`src/sv/spc_pkg.sv`:
```
// ----------------------------------------------------------------------------
// spc_pkg: shared definitions for the support polygon clamp
// Holds the default widths, the projection fraction and the sequencer states.
// ----------------------------------------------------------------------------
package spc_pkg;

    localparam int COORD_WIDTH_DEF = 24;
    localparam int FRAC_BITS_DEF   = 8;
    localparam int T_BITS          = 16;
    localparam int N_FEET          = 4;

    typedef enum logic [4:0] {
        S_IDLE,
        S_LOAD,
        S_M0,
        S_M1,
        S_M2,
        S_M3,
        S_M4,
        S_M5,
        S_T,
        S_DIV,
        S_M6,
        S_M7,
        S_M8,
        S_M9,
        S_CMP,
        S_OUT
    } t_state;

endpackage

```
`src/sv/spc_in_if.sv`:
```
// ----------------------------------------------------------------------------
// spc_in_if: input channel of the support polygon clamp
// Four foot points, the contact mask and the reference point.
// ----------------------------------------------------------------------------
interface spc_in_if #(
    parameter int CW = spc_pkg::COORD_WIDTH_DEF
);
    logic                 valid;
    logic                 ready;
    logic signed [CW-1:0] foot0_x;
    logic signed [CW-1:0] foot0_z;
    logic signed [CW-1:0] foot1_x;
    logic signed [CW-1:0] foot1_z;
    logic signed [CW-1:0] foot2_x;
    logic signed [CW-1:0] foot2_z;
    logic signed [CW-1:0] foot3_x;
    logic signed [CW-1:0] foot3_z;
    logic [3:0]           contact_mask;
    logic signed [CW-1:0] ref_x;
    logic signed [CW-1:0] ref_z;

    modport source (output valid, foot0_x, foot0_z, foot1_x, foot1_z, foot2_x, foot2_z,
                    foot3_x, foot3_z, contact_mask, ref_x, ref_z, input ready);
    modport sink   (input valid, foot0_x, foot0_z, foot1_x, foot1_z, foot2_x, foot2_z,
                    foot3_x, foot3_z, contact_mask, ref_x, ref_z, output ready);
endinterface

```
`src/sv/spc_out_if.sv`:
```
// ----------------------------------------------------------------------------
// spc_out_if: result channel of the support polygon clamp
// Valid flag and the clamped support point.
// ----------------------------------------------------------------------------
interface spc_out_if #(
    parameter int CW = spc_pkg::COORD_WIDTH_DEF
);
    logic                 valid;
    logic                 ready;
    logic                 ok;
    logic signed [CW-1:0] out_x;
    logic signed [CW-1:0] out_z;

    modport source (output valid, ok, out_x, out_z, input ready);
    modport sink   (input valid, ok, out_x, out_z, output ready);
endinterface

```
`src/sv/support_polygon_clamp_unit.sv`:
```
// ----------------------------------------------------------------------------
// support_polygon_clamp_unit: clamp a reference point to the support polygon
// Gathers the feet in contact (order 0,1,3,2) and finds the nearest point on
// the closed edge chain with one shared multiplier and a serial divider.
// ----------------------------------------------------------------------------
// Usage:
//   i_in  : valid/ready transfer of four foot points, a contact mask and the
//           reference point. Taken only while the sequencer is idle.
//   o_out : valid/ready transfer of ok and the clamped point.
// Sequence:
//   no foot or one foot in contact: straight to the output state.
//   n >= 2 feet: per edge load, six products, projection step, four
//   products and compare, with a divider run (start and 16 quotient bits)
//   after the projection step when the projection falls strictly inside
//   the edge, then the output state. The shared multiplier sets the
//   per-edge steps: six products for side, length and dot, two for the
//   candidate point and two for the distance.
// Overlap: one item at a time; the next item is taken while a result
//   still waits in the output register.
// Reset: synchronous, active low; clears the sequencer and the output valid.
// Stall: a held result keeps its register; the sequencer waits in its
//   output state until the register is free, then returns to idle.
// ----------------------------------------------------------------------------
module support_polygon_clamp_unit #(
    parameter int COORD_WIDTH = spc_pkg::COORD_WIDTH_DEF,
    parameter int FRAC_BITS   = spc_pkg::FRAC_BITS_DEF
) (
    input  logic i_clk,
    input  logic i_rst_n,
    spc_in_if.sink    i_in,
    spc_out_if.source o_out
);
    localparam int W      = COORD_WIDTH;
    localparam int TB     = spc_pkg::T_BITS;
    // operands: coordinate differences (W+1) or the signed t (TB+2)
    localparam int MW     = (W + 1 > TB + 2) ? W + 1 : TB + 2;
    localparam int PW     = 2 * MW + 1;
    localparam longint Thresh = ((64'd1 << (2 * FRAC_BITS)) + 64'd5000) / 64'd10000;
    localparam logic signed [PW-1:0] ThrW  = PW'(Thresh);
    localparam logic signed [PW-1:0] NThrW = -PW'(Thresh);
    localparam logic signed [PW-1:0] HalfW = PW'(64'd1 << (TB - 1));
    localparam logic [TB:0]          TOne  = (TB+1)'(1) << TB;

    spc_pkg::t_state r_state, n_state;

    // gathered polygon, rotated so that slot 0 is the edge start
    logic signed [W-1:0] r_px [spc_pkg::N_FEET];
    logic signed [W-1:0] r_pz [spc_pkg::N_FEET];
    logic [2:0]          r_cnt;
    logic [1:0]          r_j;
    logic signed [W-1:0] r_rx, r_rz;

    logic signed [W:0]    r_ex, r_ez, r_qx, r_qz;
    logic signed [PW-1:0] r_acc, r_side, r_len2, r_best;
    logic [TB:0]          r_t;
    logic signed [W-1:0]  r_cx, r_cz;
    logic                 r_have, r_pos, r_neg;

    // working result, copied to the output register when it is free
    logic                 r_bok;
    logic signed [W-1:0]  r_bx, r_bz;

    logic                 r_ovalid, r_ok;
    logic signed [W-1:0]  r_ox, r_oz;

    // input compaction
    logic signed [W-1:0] g_x [spc_pkg::N_FEET];
    logic signed [W-1:0] g_z [spc_pkg::N_FEET];
    logic [2:0]          g_cnt;
    logic signed [W-1:0] f_x [spc_pkg::N_FEET];
    logic signed [W-1:0] f_z [spc_pkg::N_FEET];
    logic [1:0]          ord [spc_pkg::N_FEET];

    logic                     accept;
    logic                     out_free;
    logic signed [MW-1:0]     mul_a, mul_b;
    logic signed [2*MW-1:0]   prod;
    logic signed [PW-1:0]     prod_w, dot_now, dist_now, rnd;
    logic signed [W:0]        dx, dz;
    logic                     div_start, div_done;
    logic [TB-1:0]            div_q;
    logic                     last_edge;

    assign accept   = i_in.valid && i_in.ready;
    assign out_free = !r_ovalid || o_out.ready;
    assign i_in.ready = (r_state == spc_pkg::S_IDLE);

    assign f_x[0] = i_in.foot0_x; assign f_z[0] = i_in.foot0_z;
    assign f_x[1] = i_in.foot1_x; assign f_z[1] = i_in.foot1_z;
    assign f_x[2] = i_in.foot2_x; assign f_z[2] = i_in.foot2_z;
    assign f_x[3] = i_in.foot3_x; assign f_z[3] = i_in.foot3_z;
    assign ord[0] = 2'd0; assign ord[1] = 2'd1; assign ord[2] = 2'd3; assign ord[3] = 2'd2;

    // pack feet in contact into consecutive slots, polygon order
    always_comb begin
        g_cnt = '0;
        for (int k = 0; k < spc_pkg::N_FEET; k++) begin
            g_x[k] = '0;
            g_z[k] = '0;
        end
        for (int k = 0; k < spc_pkg::N_FEET; k++) begin
            if (i_in.contact_mask[ord[k]]) begin
                g_x[g_cnt[1:0]] = f_x[ord[k]];
                g_z[g_cnt[1:0]] = f_z[ord[k]];
                g_cnt = g_cnt + 3'd1;
            end
        end
    end

    assign prod_w   = PW'(prod);
    assign dot_now  = r_acc + prod_w;
    assign dist_now = r_acc + prod_w;
    // round half toward +inf, then offset from the edge start
    assign rnd      = (prod_w + HalfW) >>> TB;
    assign dx       = (W+1)'(r_rx) - (W+1)'(r_cx);
    assign dz       = (W+1)'(r_rz) - (W+1)'(r_cz);
    assign last_edge = ({1'b0, r_j} == r_cnt - 3'd1);

    // operand select for the shared multiplier
    always_comb begin
        mul_a = '0;
        mul_b = '0;
        case (r_state)
            spc_pkg::S_M0: begin mul_a = MW'(r_ex); mul_b = MW'(r_qz); end
            spc_pkg::S_M1: begin mul_a = MW'(r_ez); mul_b = MW'(r_qx); end
            spc_pkg::S_M2: begin mul_a = MW'(r_ex); mul_b = MW'(r_ex); end
            spc_pkg::S_M3: begin mul_a = MW'(r_ez); mul_b = MW'(r_ez); end
            spc_pkg::S_M4: begin mul_a = MW'(r_qx); mul_b = MW'(r_ex); end
            spc_pkg::S_M5: begin mul_a = MW'(r_qz); mul_b = MW'(r_ez); end
            spc_pkg::S_M6: begin mul_a = MW'(r_ex); mul_b = MW'($signed({1'b0, r_t})); end
            spc_pkg::S_M7: begin mul_a = MW'(r_ez); mul_b = MW'($signed({1'b0, r_t})); end
            spc_pkg::S_M8: begin mul_a = MW'(dx);   mul_b = MW'(dx); end
            spc_pkg::S_M9: begin mul_a = MW'(dz);   mul_b = MW'(dz); end
            default: ;
        endcase
    end

    spc_mul #(.MW(MW)) u_mul (
        .i_clk (i_clk),
        .i_a   (mul_a),
        .i_b   (mul_b),
        .o_p   (prod)
    );

    // divide only when the edge is not degenerate and 0 < dot < len2
    assign div_start = (r_state == spc_pkg::S_T) && (r_len2 > ThrW)
                       && (dot_now > 0) && (dot_now < r_len2);

    spc_div #(.PW(PW)) u_div (
        .i_clk   (i_clk),
        .i_rst_n (i_rst_n),
        .i_start (div_start),
        .i_num   (dot_now),
        .i_den   (r_len2),
        .o_done  (div_done),
        .o_q     (div_q)
    );

    // next state
    always_comb begin
        n_state = r_state;
        case (r_state)
            spc_pkg::S_IDLE: begin
                if (accept) begin
                    n_state = (g_cnt < 3'd2) ? spc_pkg::S_OUT : spc_pkg::S_LOAD;
                end
            end
            spc_pkg::S_LOAD: n_state = spc_pkg::S_M0;
            spc_pkg::S_M0:   n_state = spc_pkg::S_M1;
            spc_pkg::S_M1:   n_state = spc_pkg::S_M2;
            spc_pkg::S_M2:   n_state = spc_pkg::S_M3;
            spc_pkg::S_M3:   n_state = spc_pkg::S_M4;
            spc_pkg::S_M4:   n_state = spc_pkg::S_M5;
            spc_pkg::S_M5:   n_state = spc_pkg::S_T;
            spc_pkg::S_T:    n_state = div_start ? spc_pkg::S_DIV : spc_pkg::S_M6;
            spc_pkg::S_DIV: begin
                if (div_done) begin
                    n_state = spc_pkg::S_M6;
                end
            end
            spc_pkg::S_M6:   n_state = spc_pkg::S_M7;
            spc_pkg::S_M7:   n_state = spc_pkg::S_M8;
            spc_pkg::S_M8:   n_state = spc_pkg::S_M9;
            spc_pkg::S_M9:   n_state = spc_pkg::S_CMP;
            spc_pkg::S_CMP:  n_state = last_edge ? spc_pkg::S_OUT : spc_pkg::S_LOAD;
            spc_pkg::S_OUT: begin
                if (out_free) begin
                    n_state = spc_pkg::S_IDLE;
                end
            end
            default: n_state = spc_pkg::S_IDLE;
        endcase
    end

    always_ff @(posedge i_clk) begin
        if (!i_rst_n) begin
            r_state  <= spc_pkg::S_IDLE;
            r_ovalid <= 1'b0;
        end else begin
            r_state <= n_state;
            if (r_state == spc_pkg::S_OUT && out_free) begin
                r_ovalid <= 1'b1;
            end else if (o_out.ready) begin
                r_ovalid <= 1'b0;
            end
        end
    end

    // datapath
    always_ff @(posedge i_clk) begin
        case (r_state)
            spc_pkg::S_IDLE: begin
                if (accept) begin
                    for (int k = 0; k < spc_pkg::N_FEET; k++) begin
                        r_px[k] <= g_x[k];
                        r_pz[k] <= g_z[k];
                    end
                    r_cnt  <= g_cnt;
                    r_j    <= '0;
                    r_rx   <= i_in.ref_x;
                    r_rz   <= i_in.ref_z;
                    r_have <= 1'b0;
                    r_pos  <= 1'b0;
                    r_neg  <= 1'b0;
                    r_best <= '0;
                    // hold the foot itself, or zero when no contact
                    r_bok  <= (g_cnt != 3'd0);
                    r_bx   <= g_x[0];
                    r_bz   <= g_z[0];
                end
            end
            spc_pkg::S_LOAD: begin
                r_ex <= (W+1)'(r_px[1]) - (W+1)'(r_px[0]);
                r_ez <= (W+1)'(r_pz[1]) - (W+1)'(r_pz[0]);
                r_qx <= (W+1)'(r_rx) - (W+1)'(r_px[0]);
                r_qz <= (W+1)'(r_rz) - (W+1)'(r_pz[0]);
            end
            spc_pkg::S_M1: r_acc  <= prod_w;
            spc_pkg::S_M2: r_side <= r_acc - prod_w;
            spc_pkg::S_M3: begin
                r_acc <= prod_w;
                if (r_side > ThrW)  r_pos <= 1'b1;
                if (r_side < NThrW) r_neg <= 1'b1;
            end
            spc_pkg::S_M4: r_len2 <= r_acc + prod_w;
            spc_pkg::S_M5: r_acc  <= prod_w;
            spc_pkg::S_T: begin
                if (r_len2 <= ThrW || dot_now <= 0) begin
                    r_t <= '0;
                end else if (dot_now >= r_len2) begin
                    r_t <= TOne;
                end
            end
            spc_pkg::S_DIV: begin
                if (div_done) r_t <= {1'b0, div_q};
            end
            spc_pkg::S_M7: r_cx <= r_px[0] + W'(rnd);
            spc_pkg::S_M8: r_cz <= r_pz[0] + W'(rnd);
            spc_pkg::S_M9: r_acc <= prod_w;
            spc_pkg::S_CMP: begin
                // keep the first strict minimum
                if (!r_have || dist_now < r_best) begin
                    r_have <= 1'b1;
                    r_best <= dist_now;
                end
                if (last_edge && r_cnt > 3'd2 && !(r_pos && r_neg)) begin
                    // reference inside the polygon: pass it through
                    r_bx <= r_rx;
                    r_bz <= r_rz;
                end else if (!r_have || dist_now < r_best) begin
                    r_bx <= r_cx;
                    r_bz <= r_cz;
                end
                if (!last_edge) begin
                    // advance: rotate the active slots by one
                    for (int k = 0; k < spc_pkg::N_FEET - 1; k++) begin
                        r_px[k] <= (3'(k + 1) == r_cnt) ? r_px[0] : r_px[k+1];
                        r_pz[k] <= (3'(k + 1) == r_cnt) ? r_pz[0] : r_pz[k+1];
                    end
                    if (r_cnt == 3'(spc_pkg::N_FEET)) begin
                        r_px[spc_pkg::N_FEET-1] <= r_px[0];
                        r_pz[spc_pkg::N_FEET-1] <= r_pz[0];
                    end
                    r_j <= r_j + 2'd1;
                end
            end
            spc_pkg::S_OUT: begin
                if (out_free) begin
                    r_ok <= r_bok;
                    r_ox <= r_bx;
                    r_oz <= r_bz;
                end
            end
            default: ;
        endcase
    end

    assign o_out.valid = r_ovalid;
    assign o_out.ok    = r_ok;
    assign o_out.out_x = r_ox;
    assign o_out.out_z = r_oz;

    // ------------------------------------------------------------------------
    // assertions
    // ------------------------------------------------------------------------
    a_div_only_edges: assert property (@(posedge i_clk) disable iff (!i_rst_n)
        r_state == spc_pkg::S_DIV |-> r_cnt >= 3'd2)
        else $error("divider busy without an edge");

    a_edge_index: assert property (@(posedge i_clk) disable iff (!i_rst_n)
        r_state == spc_pkg::S_CMP |-> {1'b0, r_j} < r_cnt)
        else $error("edge index past polygon size");

    a_no_contact_zero: assert property (@(posedge i_clk) disable iff (!i_rst_n)
        (o_out.valid && !o_out.ok) |-> (o_out.out_x == '0 && o_out.out_z == '0))
        else $error("invalid result with nonzero point");

    a_t_range: assert property (@(posedge i_clk) disable iff (!i_rst_n)
        r_state == spc_pkg::S_M6 |-> r_t <= TOne)
        else $error("projection parameter above one");
endmodule

```
`src/sv/spc_mul.sv`:
```
// ----------------------------------------------------------------------------
// spc_mul: shared signed multiplier
// One product per cycle, registered output.
// ----------------------------------------------------------------------------
module spc_mul #(
    parameter int MW = 25
) (
    input  logic                   i_clk,
    input  logic signed [MW-1:0]   i_a,
    input  logic signed [MW-1:0]   i_b,
    output logic signed [2*MW-1:0] o_p
);
    logic signed [2*MW-1:0] r_p;

    always_ff @(posedge i_clk) begin
        r_p <= (2*MW)'(i_a) * (2*MW)'(i_b);
    end

    assign o_p = r_p;
endmodule

```
`src/sv/spc_div.sv`:
```
// ----------------------------------------------------------------------------
// spc_div: restoring divider for the projection parameter
// Gives floor(num * 2^T_BITS / den) for 0 < num < den, one bit a cycle.
// ----------------------------------------------------------------------------
module spc_div #(
    parameter int PW = 51
) (
    input  logic                      i_clk,
    input  logic                      i_rst_n,
    input  logic                      i_start,
    input  logic signed [PW-1:0]      i_num,
    input  logic signed [PW-1:0]      i_den,
    output logic                      o_done,
    output logic [spc_pkg::T_BITS-1:0] o_q
);
    localparam int CntW = $clog2(spc_pkg::T_BITS + 1);

    logic [PW:0]                   r_rem;
    logic [PW:0]                   r_den;
    logic [spc_pkg::T_BITS-1:0]    r_q;
    logic [CntW-1:0]               r_cnt;
    logic                          r_busy;
    logic                          r_done;
    logic [PW:0]                   rem2;
    logic                          ge;

    assign rem2 = {r_rem[PW-1:0], 1'b0};
    assign ge   = rem2 >= r_den;

    always_ff @(posedge i_clk) begin
        if (!i_rst_n) begin
            r_busy <= 1'b0;
            r_done <= 1'b0;
            r_cnt  <= '0;
        end else begin
            r_done <= 1'b0;
            if (i_start) begin
                r_busy <= 1'b1;
                r_cnt  <= '0;
            end else if (r_busy) begin
                r_cnt <= r_cnt + 1'b1;
                if (r_cnt == CntW'(spc_pkg::T_BITS - 1)) begin
                    r_busy <= 1'b0;
                    r_done <= 1'b1;
                end
            end
        end
    end

    always_ff @(posedge i_clk) begin
        if (i_start) begin
            r_rem <= (PW+1)'(unsigned'(i_num));
            r_den <= (PW+1)'(unsigned'(i_den));
            r_q   <= '0;
        end else if (r_busy) begin
            r_rem <= ge ? rem2 - r_den : rem2;
            r_q   <= {r_q[spc_pkg::T_BITS-2:0], ge};
        end
    end

    assign o_done = r_done;
    assign o_q    = r_q;
endmodule

```
`src/flat_wrapper.sv`:
```
// flat-port wrapper written by rule: the top's interface ports become plain ports
module support_polygon_clamp_unit_flat 
#(
    parameter int COORD_WIDTH = spc_pkg::COORD_WIDTH_DEF,
    parameter int FRAC_BITS   = spc_pkg::FRAC_BITS_DEF
)
  (i_clk, i_rst_n, i_in_valid, i_in_foot0_x, i_in_foot0_z, i_in_foot1_x, i_in_foot1_z, i_in_foot2_x, i_in_foot2_z, i_in_foot3_x, i_in_foot3_z, i_in_contact_mask, i_in_ref_x, i_in_ref_z, i_in_ready, o_out_valid, o_out_ok, o_out_out_x, o_out_out_z, o_out_ready);
  spc_in_if #(.CW((spc_pkg::COORD_WIDTH_DEF))) i_in_i ();
  spc_out_if #(.CW((spc_pkg::COORD_WIDTH_DEF))) o_out_i ();
  input  logic i_clk;
  input  logic i_rst_n;
  input wire logic [$bits(i_in_i.valid)-1:0] i_in_valid;
  input wire logic [$bits(i_in_i.foot0_x)-1:0] i_in_foot0_x;
  input wire logic [$bits(i_in_i.foot0_z)-1:0] i_in_foot0_z;
  input wire logic [$bits(i_in_i.foot1_x)-1:0] i_in_foot1_x;
  input wire logic [$bits(i_in_i.foot1_z)-1:0] i_in_foot1_z;
  input wire logic [$bits(i_in_i.foot2_x)-1:0] i_in_foot2_x;
  input wire logic [$bits(i_in_i.foot2_z)-1:0] i_in_foot2_z;
  input wire logic [$bits(i_in_i.foot3_x)-1:0] i_in_foot3_x;
  input wire logic [$bits(i_in_i.foot3_z)-1:0] i_in_foot3_z;
  input wire logic [$bits(i_in_i.contact_mask)-1:0] i_in_contact_mask;
  input wire logic [$bits(i_in_i.ref_x)-1:0] i_in_ref_x;
  input wire logic [$bits(i_in_i.ref_z)-1:0] i_in_ref_z;
  output wire logic [$bits(i_in_i.ready)-1:0] i_in_ready;
  output wire logic [$bits(o_out_i.valid)-1:0] o_out_valid;
  output wire logic [$bits(o_out_i.ok)-1:0] o_out_ok;
  output wire logic [$bits(o_out_i.out_x)-1:0] o_out_out_x;
  output wire logic [$bits(o_out_i.out_z)-1:0] o_out_out_z;
  input wire logic [$bits(o_out_i.ready)-1:0] o_out_ready;
  assign i_in_i.valid = i_in_valid;
  assign i_in_i.foot0_x = i_in_foot0_x;
  assign i_in_i.foot0_z = i_in_foot0_z;
  assign i_in_i.foot1_x = i_in_foot1_x;
  assign i_in_i.foot1_z = i_in_foot1_z;
  assign i_in_i.foot2_x = i_in_foot2_x;
  assign i_in_i.foot2_z = i_in_foot2_z;
  assign i_in_i.foot3_x = i_in_foot3_x;
  assign i_in_i.foot3_z = i_in_foot3_z;
  assign i_in_i.contact_mask = i_in_contact_mask;
  assign i_in_i.ref_x = i_in_ref_x;
  assign i_in_i.ref_z = i_in_ref_z;
  assign i_in_ready = i_in_i.ready;
  assign o_out_valid = o_out_i.valid;
  assign o_out_ok = o_out_i.ok;
  assign o_out_out_x = o_out_i.out_x;
  assign o_out_out_z = o_out_i.out_z;
  assign o_out_i.ready = o_out_ready;
  support_polygon_clamp_unit #(.COORD_WIDTH(COORD_WIDTH), .FRAC_BITS(FRAC_BITS)) u_core (.i_clk(i_clk), .i_rst_n(i_rst_n), .i_in(i_in_i), .o_out(o_out_i));
endmodule
```
`config.mk`:
```
export PLATFORM = sky130hd
export DESIGN_NAME = support_polygon_clamp_unit_flat
export DESIGN_NICKNAME = d
export VERILOG_FILES = /design/src/sv/spc_pkg.sv /design/src/sv/spc_in_if.sv /design/src/sv/spc_out_if.sv /design/src/sv/support_polygon_clamp_unit.sv /design/src/sv/spc_mul.sv /design/src/sv/spc_div.sv /design/src/flat_wrapper.sv
export SDC_FILE = /design/constraint.sdc
export NUM_CORES = 2
export LEC_CHECK = 0
export ABC_CLOCK_PERIOD_IN_PS = 26300
export CAP_MARGIN = 20
export CORE_MARGIN = 2
export CORE_UTILIZATION = 45
export CTS_CLUSTER_DIAMETER = 30
export DETAILED_ROUTE_END_ITERATION = 16
export DONT_BUFFER_PORTS = 1
export GPL_TIMING_DRIVEN = 0
export PLACE_DENSITY = 0.65
export SLEW_MARGIN = 20
export SYNTH_ARGS = -nofsm -noshare
export SYNTH_HDL_FRONTEND = slang
export SYNTH_SLANG_ARGS = --single-unit
```
`constraint.sdc`:
```
create_clock -name i_clk -period 26.3 [get_ports i_clk]
set_input_delay 5.26 -clock i_clk [delete_from_list [all_inputs] [get_ports i_clk]]
set_output_delay 5.26 -clock i_clk [all_outputs]
set_load 0.005 [all_outputs]
```
# Word-level counts from Yosys, hierarchy flattened
# Memory sizes are Yosys's and may differ from the RTL's.
# Cells that the tools add are included.
[op_classes]
n_reduce_logical = 41
n_bitwise = 13
n_lt_le_gt_ge = 18
n_mux = 91
add_sub_neg = 18
n_eq_ne = 30
multipliers = 1
[ops]
columns = ["operator", "n"]
rows = [
  ["24-bit 2-to-1 mux", 25],
  ["96-bit bitwise mux", 6],
  ["96-bit 2-to-1 mux", 6],
  ["51-bit 2-to-1 mux", 5],
  ["25-bit case mux with 7 select lines", 1],
  ["25-bit case mux with 6 select lines", 1],
  ["24-bit by 24-bit subtractor with 25-bit output", 6],
  ["24-bit demux with 2-bit select", 3],
  ["51-bit by 4-bit greater-than comparator with 1-bit output (second input constant)", 2],
  ["51-bit < comparator", 2],
  ["51-bit case mux with 2 select lines", 1],
  ["24-bit case mux with 2 select lines", 2],
  ["5-bit case mux with 16 select lines", 1],
  ["52-bit by 51-bit greater-or-equal comparator with 1-bit output", 1],
  ["50-bit by 50-bit adder with 51-bit output", 1],
  ["51-bit greater-or-equal comparator", 1],
  ["51-bit by 1-bit greater-than comparator with 1-bit output (second input constant)", 1],
  ["51-bit by 1-bit <= comparator with 1-bit output (second input constant)", 1],
  ["51-bit by 4-bit <= comparator with 1-bit output (second input constant)", 1],
  ["51-bit by 4-bit < comparator with 1-bit output (second input constant)", 1],
  ["17-bit 2-to-1 mux", 3],
  ["50-bit by 50-bit subtractor with 51-bit output", 1],
  ["51-bit subtractor", 1],
  ["25-bit by 25-bit multiplier with 50-bit output", 1],
  ["44 further kinds", 138],
]
[word_totals]
input_bits = 248
ff_bits = 703
ram_bits = 192
elab_cells = 247
n_memories = 2
[mem_list]
columns = ["name", "words", "word_bits", "read_ports", "rd_clocked_by_memory_dff", "write_ports", "line_no", "text"]
rows = [
  ["u_core.r_px", 4, 24, 4, 0, 4, "support_polygon_clamp_unit.sv:47", "logic signed [W-1:0] r_px [spc_pkg::N_FEET];"],
  ["u_core.r_pz", 4, 24, 4, 0, 4, "support_polygon_clamp_unit.sv:48", "logic signed [W-1:0] r_pz [spc_pkg::N_FEET];"],
]

# Logic depth before layout (Yosys ltp)
[logic_depth]
depth_word = 14
mapped_depth = 45

# Cells and area by module
# Synthesis repeated with hierarchy kept, for this count alone.
[hier_totals]
hier_cells = 8296
hier_area_um2 = 80307.0
[modules_own_cells]
columns = ["module", "area_per_inst_um2", "cells_per_inst", "n_inst"]
rows = [
  ["support_polygon_clamp_unit", 47951.0, 4867, 1],
  ["spc_mul", 24140.7, 2582, 1],
  ["spc_div", 8215.4, 847, 1],
]

# Worst setup path before layout
# No wires, ideal clock.
[synth_path]
path_type = "register -> register"
startpoint = "register u_core.r_state[3]"
endpoint = "register u_core.u_mul.r_p[49], in the netlist u_core.u_mul.o_p[49]"
setup_ns = 0.072
path_slack_ns = 16.173
stages_incl_launch_ff = 34
period_less_slack_ns = 10.127
arrival_ns = 10.055
required_ns = 26.228
path_cell_list = "dfxtp_1 > nand2b_1 > clkbuf_1 > nor2_1 > clkbuf_1 > buf_1 > a22oi_1 > nand4_1 > clkbuf_1 > nand2_1 > fa_1 > inv_1 > fa_1 > fa_1 > fa_1 > fa_1 > inv_1 > fa_1 > inv_1 > fa_1 > ha_1 > a21o_1 > a21o_1 > a21o_1 > a2bb2oi_1 > o21ai_0 > a21oi_1 > o21ai_0 > a41oi_1 > a21o_1 > a31oi_1 > a21o_1 > a21oi_1 > xnor2_1"
[synth_between]
elab_chain_len = 4
[synth_rtl]
columns = ["item", "line_no", "text"]
rows = [
  ["from (decl)", "support_polygon_clamp_unit.sv:44", "spc_pkg::t_state r_state, n_state;"],
  ["from (signal assigned)", "support_polygon_clamp_unit.sv:197", "r_state <= spc_pkg::S_IDLE;"],
  ["from (signal assigned)", "support_polygon_clamp_unit.sv:200", "r_state <= n_state;"],
  ["5-bit by 2-bit equality test with 1-bit output (tied with other cells)", "support_polygon_clamp_unit.sv:123", "case (r_state)"],
  ["3-bit OR reduction (no line) or 2-bit OR reduction (tied branches)", "-", ""],
  ["25-bit case mux with 6 select lines or 25-bit case mux with 7 select lines (tied branches)", "support_polygon_clamp_unit.sv:123", ""],
  ["25-bit by 25-bit multiplier with 50-bit output (*)", "spc_mul.sv:16", "r_p <= (2*MW)'(i_a) * (2*MW)'(i_b);"],
  ["to (signal assigned)", "spc_mul.sv:16", ""],
  ["to (decl)", "spc_mul.sv:13", "logic signed [2*MW-1:0] r_p;"],
]
# Every way passes the cells marked *; elsewhere a longest branch is shown, timed or not.
# A chain may end at the register's enable or synchronous reset.

# Worst setup path after layout
[layout_path]
startpoint = "register u_core.r_rx[1]"
endpoint = "register u_core.u_mul.r_p[49], in the netlist u_core.u_mul.o_p[49]"
[layout_between]
elab_chain_len = 3
[layout_rtl]
columns = ["item", "line_no", "text"]
rows = [
  ["from (decl)", "support_polygon_clamp_unit.sv:51", "logic signed [W-1:0] r_rx, r_rz;"],
  ["from (signal assigned)", "support_polygon_clamp_unit.sv:220", "r_rx <= i_in.ref_x;"],
  ["24-bit by 24-bit subtractor with 25-bit output (*)", "support_polygon_clamp_unit.sv:115", "assign dx = (W+1)'(r_rx) - (W+1)'(r_cx);"],
  ["25-bit case mux with 7 select lines or 25-bit case mux with 6 select lines (tied branches)", "support_polygon_clamp_unit.sv:123", ""],
  ["25-bit by 25-bit multiplier with 50-bit output (*)", "spc_mul.sv:16", ""],
]
# Marked as above.

==> metrics.txt <==
later-pin clock latency in the skew report approximately 850 ps; unrepaired setup endpoints after global routing no; post-route ant nets 0; wirelength, routed 313.7 mm; initial core utilization a little under half; vias per cell slightly above 6; CP max FO 10; register area share after synthesis approximately 33%; drt pass-1 iters 10; met3 wire len about 31 mm; met2 WL between 100 and 150 mm; Syn Area/Cell 9.572 um2; CP peak stage delay between 900 and 1000 ps; CP max stage cell o311ai_1; fill cell count about 16000; max-cap violations 0; hold path startpoint u_core.r_bz[0]; cts bufs inserted 199; total of warnings raised by yosys 0; TNS Setup 0 ps; global route overflow 0; Resized Gates After CTS 0; Post-synth top flop edfxtp_1; nature of the critical path endpoint flop; first-pass GRT wire length roughly 450 mm; Crit Reg-Reg Startpoint u_core.r_rx[1]; # IOs roughly 300; CP required 27000 ps; core area about 0.18 mm2; Final Slew Violations 0; Worst Clk Skew 42.91 ps; DIE WIDTH around 420 um; Post-synth EDFFs 816; status completed; commonest non-fill, non-tap cell in the layout inv_1; Setup Buffers After CTS 0; Syn Nets just under 10000; DRC Markers 0; critical path class reg2reg; fraction of registers with async set or reset after synthesis 0%; Critical Path AT roughly 14000 ps; clock sink count 894; buffers added on ports 0; clock slew at reported path FFs approximately 50 ps; all-layer global routing usage between 30% and 40%; vias in the first global route around 67000; Final WS setup roughly 13000 ps; Critical Path Source Type flop; initial antenna violation count 18; via count about 67000; Hold Fails Final Rpt 0; Clock Tree Root clkbuf_16; Hold Crit Class reg2reg; H-tree levels 4; Iter 0 DRT Violations just over 8000; dpl hpwl around 260 mm; Rel. slew slack 15.04%; CP startpoint u_core.r_rx[1]; die area ~0.18 mm2; Worst Max-Slew Pin Slew 1274 ps; CTS tree yes; fmax between 70 and 80 MHz; routed length per instance 28.32 um; pin count of the biggest net entering global routing 61; most frequent cells in the layout 1120 x inv_1, 824 x nor2_1, 816 x edfxtp_1, 737 x nand2_1, 670 x fa_1; CP most frequent cell fa_1; Synth Instances 8293; Tmin final about 13000 ps; #FFs+latches synth 894; distinct cell type count after synthesis 95; share of cells above drive strength 1 around 6.2%; Cell Area, Synth 0.07938 mm2; top sig layer met5; Final setup viols 0; # hold bufs at CTS 0; clock buffer depth 3; Final Wtd Congestion ~1; Nets roughly 10000; # rows between 150 and 200; die height ~420 um; WL met1 about 120 mm; Tcrit/Tclk final a little over 50%; P&R area growth vs syn 14.16%; Post-Place Setup Slack around 13000 ps
flip-flops by register name (all words and copies together) (netlist names), 16 cells and up:
register / flops
u_core.u_div.o_q: 16
u_core.r_qz: 25
u_core.u_div.r_rem: 51
u_core.r_qx: 25
u_core.r_rz: 24
u_core.o_out.out_z: 24
u_core.r_cx: 24
u_core.r_bx: 24
u_core.u_div.r_den: 51
u_core.r_rx: 24
u_core.r_pz: 96
u_core.u_mul.o_p: 50
u_core.o_out.out_x: 24
u_core.r_ex: 25
u_core.r_ez: 25
u_core.r_best: 51
u_core.r_len2: 51
u_core.r_acc: 50
u_core.r_px: 96
u_core.r_bz: 24
u_core.r_t: 17
u_core.r_side: 51
u_core.r_cz: 24
through the flow:
| stage | cells | instance area [um2] | util (%) | hold WS, ps |
|---|---|---|---|---|
| 6_report | 11080 | 90620 | 51.57 | 414.9 |
| 2_1_floorplan | 8293 | 79380 | - | 400.3 |
| 4_1_cts | 11060 | 90560 | 51.53 | 406.9 |
| 5_1_grt | 11070 | 90600 | 51.56 | 421.4 |
| 3_3_place_gp | 10630 | 82310 | 46.84 | 402.3 |
| 3_5_place_dp | 10680 | 83320 | 47.41 | 405.2 |
cells by family (layout without fill, tap and decap cells):
kind of cell | count (synthesis) | in the layout | share of synthesized area, %
flip-flops | 894 | 894 | 32.83
multiplexers | 105 | 105 | 1.368
other | 0 | 17 | 0
buffers and inverters | 1494 | 1923 | 7.102
adder cells (fa/ha/maj) | 1267 | 1267 | 26.31
XOR/XNOR | 343 | 343 | 3.803
AND/OR/NAND/NOR | 2405 | 2405 | 13.73
AO/OA/AOI/OAI | 1785 | 1785 | 14.85
critical path, delay by kind of cell, from the launching register on:
family / cells / cell delay [ps]
xor gates and xnor gates: 1 / 250
buffers and inverters: 7 / 1150
muxes: 1 / 350
AOI/OAI and AO/OA: 16 / 5260
adders and majority gates: 9 / 4070
DFF: 1 / 500
and+or+nand+nor: 7 / 1790
path summary, 6_finish.rpt:
| path | slack, ps | endpoint | cells past startpoint |
|---|---|---|---|
| setup / recovery | 12800 | u_core.u_mul.o_p[49] | 41 |
| hold / removal | 410 | u_core.o_out.out_z[0] | 0 |
| setup reg to reg | 12800 | u_core.u_mul.o_p[49] | 41 |
| hold reg to reg | 410 | u_core.o_out.out_z[0] | 0 |
cell usage after synthesis (69+ instances only):
library cell / instances / share of area (%)
a211oi_1: 145 / 1.4
a21o_1: 112 / 1.1
a21oi_1: 585 / 3.7
a221oi_1: 153 / 1.7
a22oi_1: 99 / 0.94
a31oi_1: 101 / 0.80
and2_1: 72 / 0.57
clkbuf_1: 330 / 1.6
dfxtp_1: 78 / 2.0
edfxtp_1: 816 / 31
fa_1: 670 / 17
ha_1: 597 / 9.4
inv_1: 1121 / 5.3
mux2i_1: 77 / 0.97
nand2_1: 738 / 3.5
nand2b_1: 75 / 0.59
nand3_1: 125 / 0.79
nand4_1: 86 / 0.68
nor2_1: 827 / 3.9
nor2b_1: 88 / 0.69
nor3_1: 177 / 1.1
o21a_1: 69 / 0.65
o21ai_0: 208 / 1.3
xnor2_1: 271 / 3.0
xor2_1: 70 / 0.77
layout make-up:
cell class / count / area [um2] / share of cell area [%]
antenna: 17 / 42.54 / 0.04694
buffer: 369 / 1423 / 1.570
clock buffer: 222 / 5244 / 5.786
clock inverter: 155 / 1997 / 2.204
inverter: 1125 / 4225 / 4.662
multi-input combinational: 5905 / 47990 / 52.96
sequential: 894 / 26070 / 28.76
tap: 2340 / 2928 / 3.231
timing repair buffer: 52 / 708.2 / 0.7815
metal layers:
layer  global-route usage (%)  vias up
met4                    23.43        8
met3                    8.498      911
met2                    53.63     3709
met5                        0        -
met1                    42.28    33030
li1                         -    29360
Power is left out: the tool's default activity adds up to more than one toggle a clock period on the data nets, which glitch-free logic cannot reach.
